## config.mk

```make
export PLATFORM = sky130hd
export DESIGN_NAME = abfm_window
export DESIGN_NICKNAME = d
export VERILOG_FILES = /design/src/rtl/core/abfm_pkg.sv /design/src/rtl/core/abfm_window.sv
export SDC_FILE = /design/constraint.sdc
export NUM_CORES = 2
export LEC_CHECK = 0
export CORE_ASPECT_RATIO = 0.75
export CORE_MARGIN = 5
export CORE_UTILIZATION = 50
export DETAILED_ROUTE_END_ITERATION = 16
export DONT_BUFFER_PORTS = 1
export PLACE_DENSITY = 0.76
export SLEW_MARGIN = 5
export SYNTH_ARGS = -nofsm -noshare
export SYNTH_HDL_FRONTEND = slang
export SYNTH_SLANG_ARGS = --single-unit
```

## constraint.sdc

```tcl
create_clock -name clk_i -period 6 [get_ports clk_i]
set_input_delay 0.6 -clock clk_i [delete_from_list [all_inputs] [get_ports clk_i]]
set_output_delay 0.6 -clock clk_i [all_outputs]
set_load 0.05 [all_outputs]
```

## src/rtl/core/abfm_pkg.sv

```systemverilog
// abfm_pkg: shared types, codes and helpers of the acceleration / brake fault monitor
`default_nettype none

package abfm_pkg;

  // input operation codes
  localparam logic [1:0] OP_MEAS  = 2'd0;
  localparam logic [1:0] OP_CMD   = 2'd1;
  localparam logic [1:0] OP_CHECK = 2'd2;

  // configuration register indexes
  localparam int unsigned CFG_IDX_W = 3;
  localparam logic [CFG_IDX_W-1:0] REG_SPAN_MS         = 3'd0;
  localparam logic [CFG_IDX_W-1:0] REG_DIFF_THRESH     = 3'd1;
  localparam logic [CFG_IDX_W-1:0] REG_DECEL_FLOOR     = 3'd2;
  localparam logic [CFG_IDX_W-1:0] REG_ACCEL_CEILING   = 3'd3;
  localparam logic [CFG_IDX_W-1:0] REG_MIN_CHECK_SPEED = 3'd4;

  // verdict codes
  typedef enum logic [1:0] {
    VERDICT_OK    = 2'd0,
    VERDICT_BRAKE = 2'd1,
    VERDICT_ACCEL = 2'd2
  } verdict_e;

  // commands to one window
  typedef enum logic [1:0] {
    WIN_NOP    = 2'd0,
    WIN_CLEAR  = 2'd1,
    WIN_APPEND = 2'd2,
    WIN_SCAN   = 2'd3
  } win_cmd_e;

  // one stored sample
  typedef struct packed {
    logic        [31:0] stamp;
    logic signed [15:0] value;
  } entry_t;

  // request to a window
  typedef struct packed {
    win_cmd_e           cmd;
    logic        [31:0] now;
    logic        [31:0] stamp;
    logic signed [15:0] value;
  } win_req_t;

  // response from a window; spans and extremes hold until the next scan
  typedef struct packed {
    logic               done;
    logic               spans;
    logic signed [15:0] vmin;
    logic signed [15:0] vmax;
  } win_rsp_t;

  // stamp older than the span, with a signed wrapping age
  function automatic logic aged_past(input logic [31:0] now, input logic [31:0] stamp,
                                     input logic [15:0] span);
    logic [31:0] age;
    age = now - stamp;
    return !age[31] && (age > {16'b0, span});
  endfunction

endpackage

`default_nettype wire

```

## src/rtl/core/abfm_window.sv

```systemverilog
// abfm_window: one circular sample window in a synchronous memory with append, clear and scan
`default_nettype none

module abfm_window #(
  parameter int unsigned WINDOW_DEPTH = 64
) (
  input  wire logic              clk_i,
  input  wire logic              rst_ni,
  input  wire logic [15:0]       span_ms_i,
  input  wire abfm_pkg::win_req_t req_i,
  output abfm_pkg::win_rsp_t     rsp_o
);
  import abfm_pkg::*;

  localparam int unsigned AW = $clog2(WINDOW_DEPTH);
  localparam int unsigned CW = $clog2(WINDOW_DEPTH + 1);

  typedef enum logic [4:0] {
    W_IDLE     = 5'b00001,
    W_APP_RD   = 5'b00010,
    W_APP_CHK  = 5'b00100,
    W_SCAN     = 5'b01000,
    W_SCAN_END = 5'b10000
  } wstate_e;

  wstate_e       state_q, state_d;
  logic [AW-1:0] head_q, head_d;
  logic [CW-1:0] count_q, count_d;
  logic [AW-1:0] ptr_q, ptr_d;
  logic [CW-1:0] idx_q, idx_d;
  logic          done_q, done_d;
  logic          scan_rd_q;
  logic          first_q, first_d;

  logic [31:0]        now_q;
  logic               spans_q;
  logic signed [15:0] min_q, max_q;

  entry_t        mem_q [WINDOW_DEPTH];
  entry_t        rdata_q;
  logic          we, re;
  logic [AW-1:0] waddr, raddr;

  logic [AW-1:0] h1;
  logic [CW-1:0] c1;
  logic [AW:0]   slot_sum;
  logic          full;

  function automatic logic [AW-1:0] inc_ptr(input logic [AW-1:0] p);
    return (p == AW'(WINDOW_DEPTH - 1)) ? '0 : p + 1'b1;
  endfunction

  // append slot after dropping the oldest of a full window
  always_comb begin
    full     = (count_q == CW'(WINDOW_DEPTH));
    h1       = full ? inc_ptr(head_q) : head_q;
    c1       = full ? count_q : count_q + 1'b1;
    slot_sum = {1'b0, h1} + {1'b0, AW'(c1 - 1'b1)};
    if (slot_sum >= (AW+1)'(WINDOW_DEPTH)) begin
      slot_sum = slot_sum - (AW+1)'(WINDOW_DEPTH);
    end
  end

  // sequencer
  always_comb begin
    state_d = state_q;
    head_d  = head_q;
    count_d = count_q;
    ptr_d   = ptr_q;
    idx_d   = idx_q;
    done_d  = 1'b0;
    first_d = first_q;
    we      = 1'b0;
    re      = 1'b0;
    waddr   = slot_sum[AW-1:0];
    raddr   = ptr_q;
    case (state_q)
      W_IDLE: begin
        case (req_i.cmd)
          WIN_CLEAR: begin
            head_d  = '0;
            count_d = '0;
            done_d  = 1'b1;
          end
          WIN_APPEND: begin
            we      = 1'b1;
            head_d  = h1;
            count_d = c1;
            if (c1 >= CW'(2)) begin
              state_d = W_APP_RD;
            end else begin
              done_d = 1'b1;
            end
          end
          WIN_SCAN: begin
            ptr_d   = head_q;
            idx_d   = '0;
            first_d = 1'b1;
            if (count_q == '0) begin
              done_d = 1'b1;
            end else begin
              state_d = W_SCAN;
            end
          end
          default: ;
        endcase
      end
      W_APP_RD: begin
        re      = 1'b1;
        raddr   = inc_ptr(head_q);
        state_d = W_APP_CHK;
      end
      W_APP_CHK: begin
        if (aged_past(now_q, rdata_q.stamp, span_ms_i)) begin
          head_d  = inc_ptr(head_q);
          count_d = count_q - 1'b1;
        end
        done_d  = 1'b1;
        state_d = W_IDLE;
      end
      W_SCAN: begin
        re    = 1'b1;
        ptr_d = inc_ptr(ptr_q);
        idx_d = idx_q + 1'b1;
        if (idx_q == count_q - 1'b1) begin
          state_d = W_SCAN_END;
        end
      end
      W_SCAN_END: begin
        done_d  = 1'b1;
        state_d = W_IDLE;
      end
      default: state_d = W_IDLE;
    endcase
    // the first word of a scan is the oldest entry
    if (scan_rd_q) begin
      first_d = 1'b0;
    end
  end

  // control registers
  always_ff @(posedge clk_i or negedge rst_ni) begin
    if (!rst_ni) begin
      state_q   <= W_IDLE;
      head_q    <= '0;
      count_q   <= '0;
      ptr_q     <= '0;
      idx_q     <= '0;
      done_q    <= 1'b0;
      scan_rd_q <= 1'b0;
      first_q   <= 1'b0;
    end else begin
      state_q   <= state_d;
      head_q    <= head_d;
      count_q   <= count_d;
      ptr_q     <= ptr_d;
      idx_q     <= idx_d;
      done_q    <= done_d;
      scan_rd_q <= (state_q == W_SCAN);
      first_q   <= first_d;
    end
  end

  // captured time and running extremes
  always_ff @(posedge clk_i) begin
    if (state_q == W_IDLE && req_i.cmd != WIN_NOP) begin
      now_q <= req_i.now;
    end
    if (state_q == W_IDLE && req_i.cmd == WIN_SCAN) begin
      spans_q <= 1'b0;
    end
    if (scan_rd_q) begin
      if (first_q) begin
        spans_q <= aged_past(now_q, rdata_q.stamp, span_ms_i);
        min_q   <= rdata_q.value;
        max_q   <= rdata_q.value;
      end else begin
        if (rdata_q.value < min_q) min_q <= rdata_q.value;
        if (rdata_q.value > max_q) max_q <= rdata_q.value;
      end
    end
  end

  // sample memory, one write and one registered read port
  always_ff @(posedge clk_i) begin
    if (we) begin
      mem_q[waddr] <= '{stamp: req_i.stamp, value: req_i.value};
    end
    if (re) begin
      rdata_q <= mem_q[raddr];
    end
  end

  assign rsp_o = '{done: done_q, spans: spans_q, vmin: min_q, vmax: max_q};

endmodule

`default_nettype wire

```

* Word-level counts from Yosys, hierarchy flattened
Memories as Yosys holds them, arrays and structs flattened. A register that Yosys moved wholly into a read port is not among the register bits. Index checks and enable logic that the tools add are counted.
Operators by class: add/sub/neg operators 9, magnitude comparators 5, equal/unequal tests 19, multiplexer cells 40, reduce and logical (&&, ||, !) cells 20
Operator list (number):
- 16-bit 2-to-1 mux | 4
- 6-bit 2-to-1 mux | 7
- 7-bit case mux with 2 select lines | 3
- 6-bit case mux with 2 select lines | 3
- 32-bit by 16-bit > comparator with 1-bit output | 1
- 32-bit subtractor | 1
- 7-bit 2-to-1 mux | 3
- 16-bit > comparator | 1
- 16-bit less-than comparator | 1
- 5-bit 2-to-1 mux | 3
- 5-bit case mux with 3 select lines | 1
- 7-bit by 1-bit adder with 7-bit output (second input constant) | 2
- 2-bit nonzero test | 7
- 1-bit 2-to-1 mux | 13
- 6-bit by 1-bit adder with 6-bit output (second input constant) | 2
- 6-bit equality test (second input constant) | 2
- 6-bit by 1-bit subtractor with 6-bit output (second input constant) | 2
- 5-bit case mux with 2 select lines | 1
- 2-bit AND reduction | 4
- 6-bit by 6-bit adder with 7-bit output | 1
- 7-bit equality test | 1
- 7-bit equality test (second input constant) | 1
- 7-bit by 2-bit greater-or-equal comparator with 1-bit output (second input constant) | 1
- 7-bit greater-or-equal comparator (second input constant) | 1
- other kinds (20) | 27
Word-level totals: bits in registers 99, bits in writable memories 3072, input port bits 100, output and inout bits 34, memories 1
Memories:
- mem_q | depth 64, bits a word 48, rd ports 1, clocked after memory_dff 1, wr ports 1, RTL line abfm_window.sv:39 | entry_t mem_q [WINDOW_DEPTH];

* Longest topological paths before layout
word-level depth 6, gate-level depth with buffers 20, mapped depth without buffers 20

* Worst setup path after synthesis
Ideal clock, no wire load.
path type register to register, from register count_q[0], to memory mem_q[39][0] in the netlist's numbering (enable), setup time 0.454 ns, arrival time 6.216 ns, setup slack -0.670 ns, cell stages (with the launch flop) 21, buffers on the path 3, clock period less this slack 6.670 ns, cell sequence dfrtp_1 clkbuf_1 inv_1 ha_1 or3b_2 clkbuf_1 nor4b_2 clkbuf_1 nand2_1 nand2_1 ha_1 inv_1 ha_1 a21o_1 a21oi_1 o21bai_1 a21oi_1 xnor2_1 xor2_1 nand2_1 nor2_1
On the way: word-level cells in the longest chain between the ends 6, elaborated cells between the ends (all ways) 9
RTL lines:
- start, declared | RTL line abfm_window.sv:28 | logic [CW-1:0] count_q, count_d;
- start signal, assigned | RTL line abfm_window.sv:155 | count_q <= count_d;
- 7-bit by 1-bit adder with 7-bit output or 7-bit equality test (tied branches) | RTL line abfm_window.sv:57, abfm_window.sv:55
- 7-bit 2-to-1 mux | RTL line abfm_window.sv:57 | c1 = full ? count_q : count_q + 1'b1;
- 6-bit by 1-bit subtractor with 6-bit output | RTL line abfm_window.sv:58 | slot_sum = {1'b0, h1} + {1'b0, AW'(c1 - 1'b1)};
- 6-bit by 6-bit adder with 7-bit output (*) | RTL line abfm_window.sv:58
- 6-bit by 1-bit subtractor with 6-bit output or 7-bit greater-or-equal comparator (tied branches) | RTL line abfm_window.sv:60, abfm_window.sv:59
- 6-bit 2-to-1 mux (*) | RTL line abfm_window.sv:59 | if (slot_sum >= (AW+1)'(WINDOW_DEPTH)) begin
- end, declared | RTL line abfm_window.sv:39
Every way passes the cells marked *; elsewhere a longest branch is shown, timed or not.

* Worst setup path in the final report
from register count_q[1], to memory mem_q[38][21] in the netlist's numbering (enable)
The elaborated chain is that of the path after synthesis.

==> summary.txt <==
Synth
  – Largest family of logic cells by synthesized area: simple AND/OR/NAND/NOR gates
  – Post-synth EDFFs: 3184
  – Multiplexer area fraction after synthesis: 0.1649%
  – Compound-Gate Fraction of Synth Area: 7.452%
  – Post-synthesis adder-cell area fraction: 0.8937%
  – FF+latch count, synth: 3219
  – Primary FF master, synth: edfxtp_1
  – Avg Cell Area, Syn: 12.97 um2
  – Syn nets: 10250
  – Post-Syn Area: 130500 um2
  – Cells after Synth: 10060
  – Seq/Total Area, Yosys: 73.94%
  – Post-synthesis xor/xnor area fraction: 0.4094%
  – Largest area contributor in the netlist: edfxtp_1
  – Top-area cell type share of the netlist area: 73.27%
  – Top cells by area, synth: edfxtp_1 (73%), nand2_1 (9.0%), a311oi_1 (3.9%), nand3_1 (3.0%), clkbuf_1 (1.9%)
  – Synth warn: 0
  – Simple-gate share of the synthesized area: 14.83%
  – Library cells used by synthesis: 82
  – Async SR Flop Fraction: 1.056%

Final layout
  – Final net count: 10310
  – Area occupied by multi-input gates: 31610 um2
  – Fill cells: 19390
  – Register area: 96480 um2
  – Share of cells above drive strength 1: 8.984%
  – Design Area, Final: 148100 um2
  – Finished Layout Cells: 13780
  – Syn-to-layout area delta: 13.48%

Timing
  – Setup violators final: 0
  – Slew HR: 9.222%
  – Minimum clock period: 5671 ps
  – Part of the cycle the worst path needs: 94.51%
  – Fmax: 0.1763 GHz
  – Final Hold Vio Count: 0
  – RSZ-0062 raised after global routing: no
  – Clk_skew: 56.82 ps
  – Slew Viols, Final: 0
  – Worst-Margin Slew: 1354 ps
  – Setup WS post-layout: 329.3 ps

Route
  – Final WL: 386100 um
  – Per-cell routed wire length: 28.01 um
  – DR pass1 iterations: 7
  – DRC: 0
  – Antenna Nets Post-Route: 0
  – Initial DRC count: 14510
  – Vias: 87920
  – DR vias/cell: 6.379

Worst setup path
  – Buf/Inv on CP: 5
  – CP cell instances: inv_1 -> ha_1 -> or3b_2 -> nor3_1 -> nand2_1 -> nand2_1 -> nand2_1 -> ha_1 -> inv_1 -> ha_1 -> a21o_1 -> a21oi_2 -> o21bai_1 -> a21oi_1 -> xnor2_1 -> xor2_1 -> buf_4 -> nand2_1 -> buf_4 -> nor2_4 -> buf_12
  – Crit path max fanout: 48
  – Critical path launch point type: register
  – Cell family with most CP delay: simple AND/OR/NAND/NOR gates
  – CP Capture Type: register
  – CP most frequent cell: nand2_1
  – CP max stage delay: 550 ps
  – Critical Setup Path Class: register to register
  – Worst Path Arrival: 6150 ps
  – Data required time of the critical path: 6480 ps
  – Slowest-stage cell, CP: or3b_2

Power and ir drop
  – Cell Pwr Density: 476.2 nW/um2
  – Max VDD drop: 0.5132 mV
  – Total power draw: 70.52 mW
  – Pleak: 50.88 nW

Job
  – Max-capacitance violation count: 0

Global route
  – First-pass GRT wire length: 562800 um
  – GRT overflow: 0
  – Pin count of the biggest net entering global routing: 117
  – Number of global-route vias before repair: 84860
  – Tot GR Track Use: 27.76%
  – Antenna violations before repair: 18

Clock tree
  – H-tree levels: 5
  – CTS clk-pin slew, worst paths: 70 ps
  – CTS Sinks: 3219
  – TritonCTS Buffers: 298
  – CTS tree: built
  – Setup bufs post-CTS: 0
  – Worst-skew pair later-pin latency: 870 ps
  – Root buffer cell: clkbuf_16
  – CTS max path bufs: 4

Place
  – Placed Area: 136900 um2
  – Final HPWL DP: 226700 um
  – Placed Cells incl. Taps: 13180
  – Dpl ws: 489.9 ps
  – GPL Wtd Cong: 0.9147
  – IO Port Bufs: 0

Floorplan
  – Core Region: 259900 um2
  – Die Y: 452.4 um
  – Row Count: 162
  – Initial Util: 50.22%
  – Die area: 271400 um2
  – DIE WIDTH: 599.9 um
  – Ports: 134

Worst hold path
  – Hold WC Path Type: input port to register

Run status
  – Status: finished, final reports clean
metrics by stage:
stage               setup TNS, ps  util [%]  hold slack (ps)
floorplan                -1941430         -            304.4
global placement                0     52.69            305.5
detailed placement              0     52.69            305.6
CTS                             0     56.97            42.86
global route                    0     56.98            77.09
finish                          0     56.99            99.95
Yosys cell counts (34+ instances only):
master / n
a21oi_1: 257
inv_1: 96
edfxtp_1: 3184
and3_1: 390
a31oi_1: 200
nand3_1: 795
xnor2_1: 34
nand2_1: 3143
a211oi_1: 146
clkbuf_1: 660
ha_1: 90
nor2_1: 132
o21ai_0: 38
a311oi_1: 579
sequential cells by signal (all words and copies together) (netlist names):
register   count
head_q         6
min_q         16
count_q        7
state_q        5
now_q         32
spans_q        1
scan_rd_q      1
first_q        1
rdata_q       48
max_q         16
ptr_q          6
mem_q       3072
done_q         1
idx_q          7
layout by cell type, fill, tap and decap left out, types with 45 or more instances in the layout:
cell and instances:
edfxtp_1 3184, nand2_1 3142, nand3_1 795, a311oi_1 579
and3_1 390, clkbuf_16 310, buf_4 262, a21oi_1 254
a31oi_1 200, a211oi_1 143, buf_12 110, inv_1 96
ha_1 90, nor2_1 67, nor2_4 65, clkinv_1 56
clkbuf_1 52, buf_16 48, clkinv_2 45
layout make-up:
| cell class | count | share of cell area [%] |
|---|---|---|
| timing repair buffer | 454 | 3.937 |
| clock buffer | 363 | 5.380 |
| sequential | 3219 | 65.16 |
| antenna | 10 | 0.01690 |
| multi-input combinational | 6045 | 21.35 |
| clock inverter | 151 | 1.006 |
| inverter | 97 | 0.2459 |
| tap | 3444 | 2.910 |
cells by family after synthesis:
kind of cell,count (synthesis)
flip-flops,3219
multiplexers,19
buffers and inverters,798
XOR/XNOR,61
AO/OA/AOI/OAI,1317
AND/OR/NAND/NOR,4556
adder cells (fa/ha/maj),92
path summary, 6_finish.rpt:
| kind | startpoint | to | slack (ps) | depth (start not counted) |
|---|---|---|---|---|
| hold / removal | req_i[81] | state_q[4] | 100 | 3 |
| setup / recovery | count_q[1] | mem_q[38][21] | 330 | 21 |
| min in group asynchronous | rst_ni | count_q[3] | 210 | 2 |
| hold reg to reg | rdata_q[0] | min_q[0] | 520 | 0 |
| setup reg to reg | count_q[1] | mem_q[38][21] | 330 | 21 |
| max in group asynchronous | rst_ni | state_q[0] | 5520 | 2 |
worst reg2reg max path, delay by kind of cell, from the launching register on:
| family | cells | cell delay (ps) |
|---|---|---|
| and+or+nand+nor | 7 | 1690 |
| xor gates and xnor gates | 2 | 450 |
| DFF | 1 | 420 |
| buffers and inverters | 5 | 1070 |
| adders and majority gates | 3 | 850 |
| AOI/OAI and AO/OA | 4 | 750 |
report_power, final:
group	switching [mW]	total, mW	internal [mW]
Combinational	18.3	25.7	7.42
Sequential	0.438	26.0	25.5
Clock	8.19	18.9	10.7
Total	26.9	70.5	43.6
what timing repair did:
action                                   CTS  global route
endpoints found under the setup margin     0            38
hold buffers                              83             0
gates resized for setup                    0             1
endpoints found under the hold margin   3135             0
metal layers:
layer	global-route usage (%)	wire, um	part of all wire, %
met5	0	67	0.017
met4	9.994	15620	4.0
met3	10.22	62400	16
met2	40.43	168200	44
met1	38.52	139800	36
No activity file was read; power rests on OpenSTA's default activity.
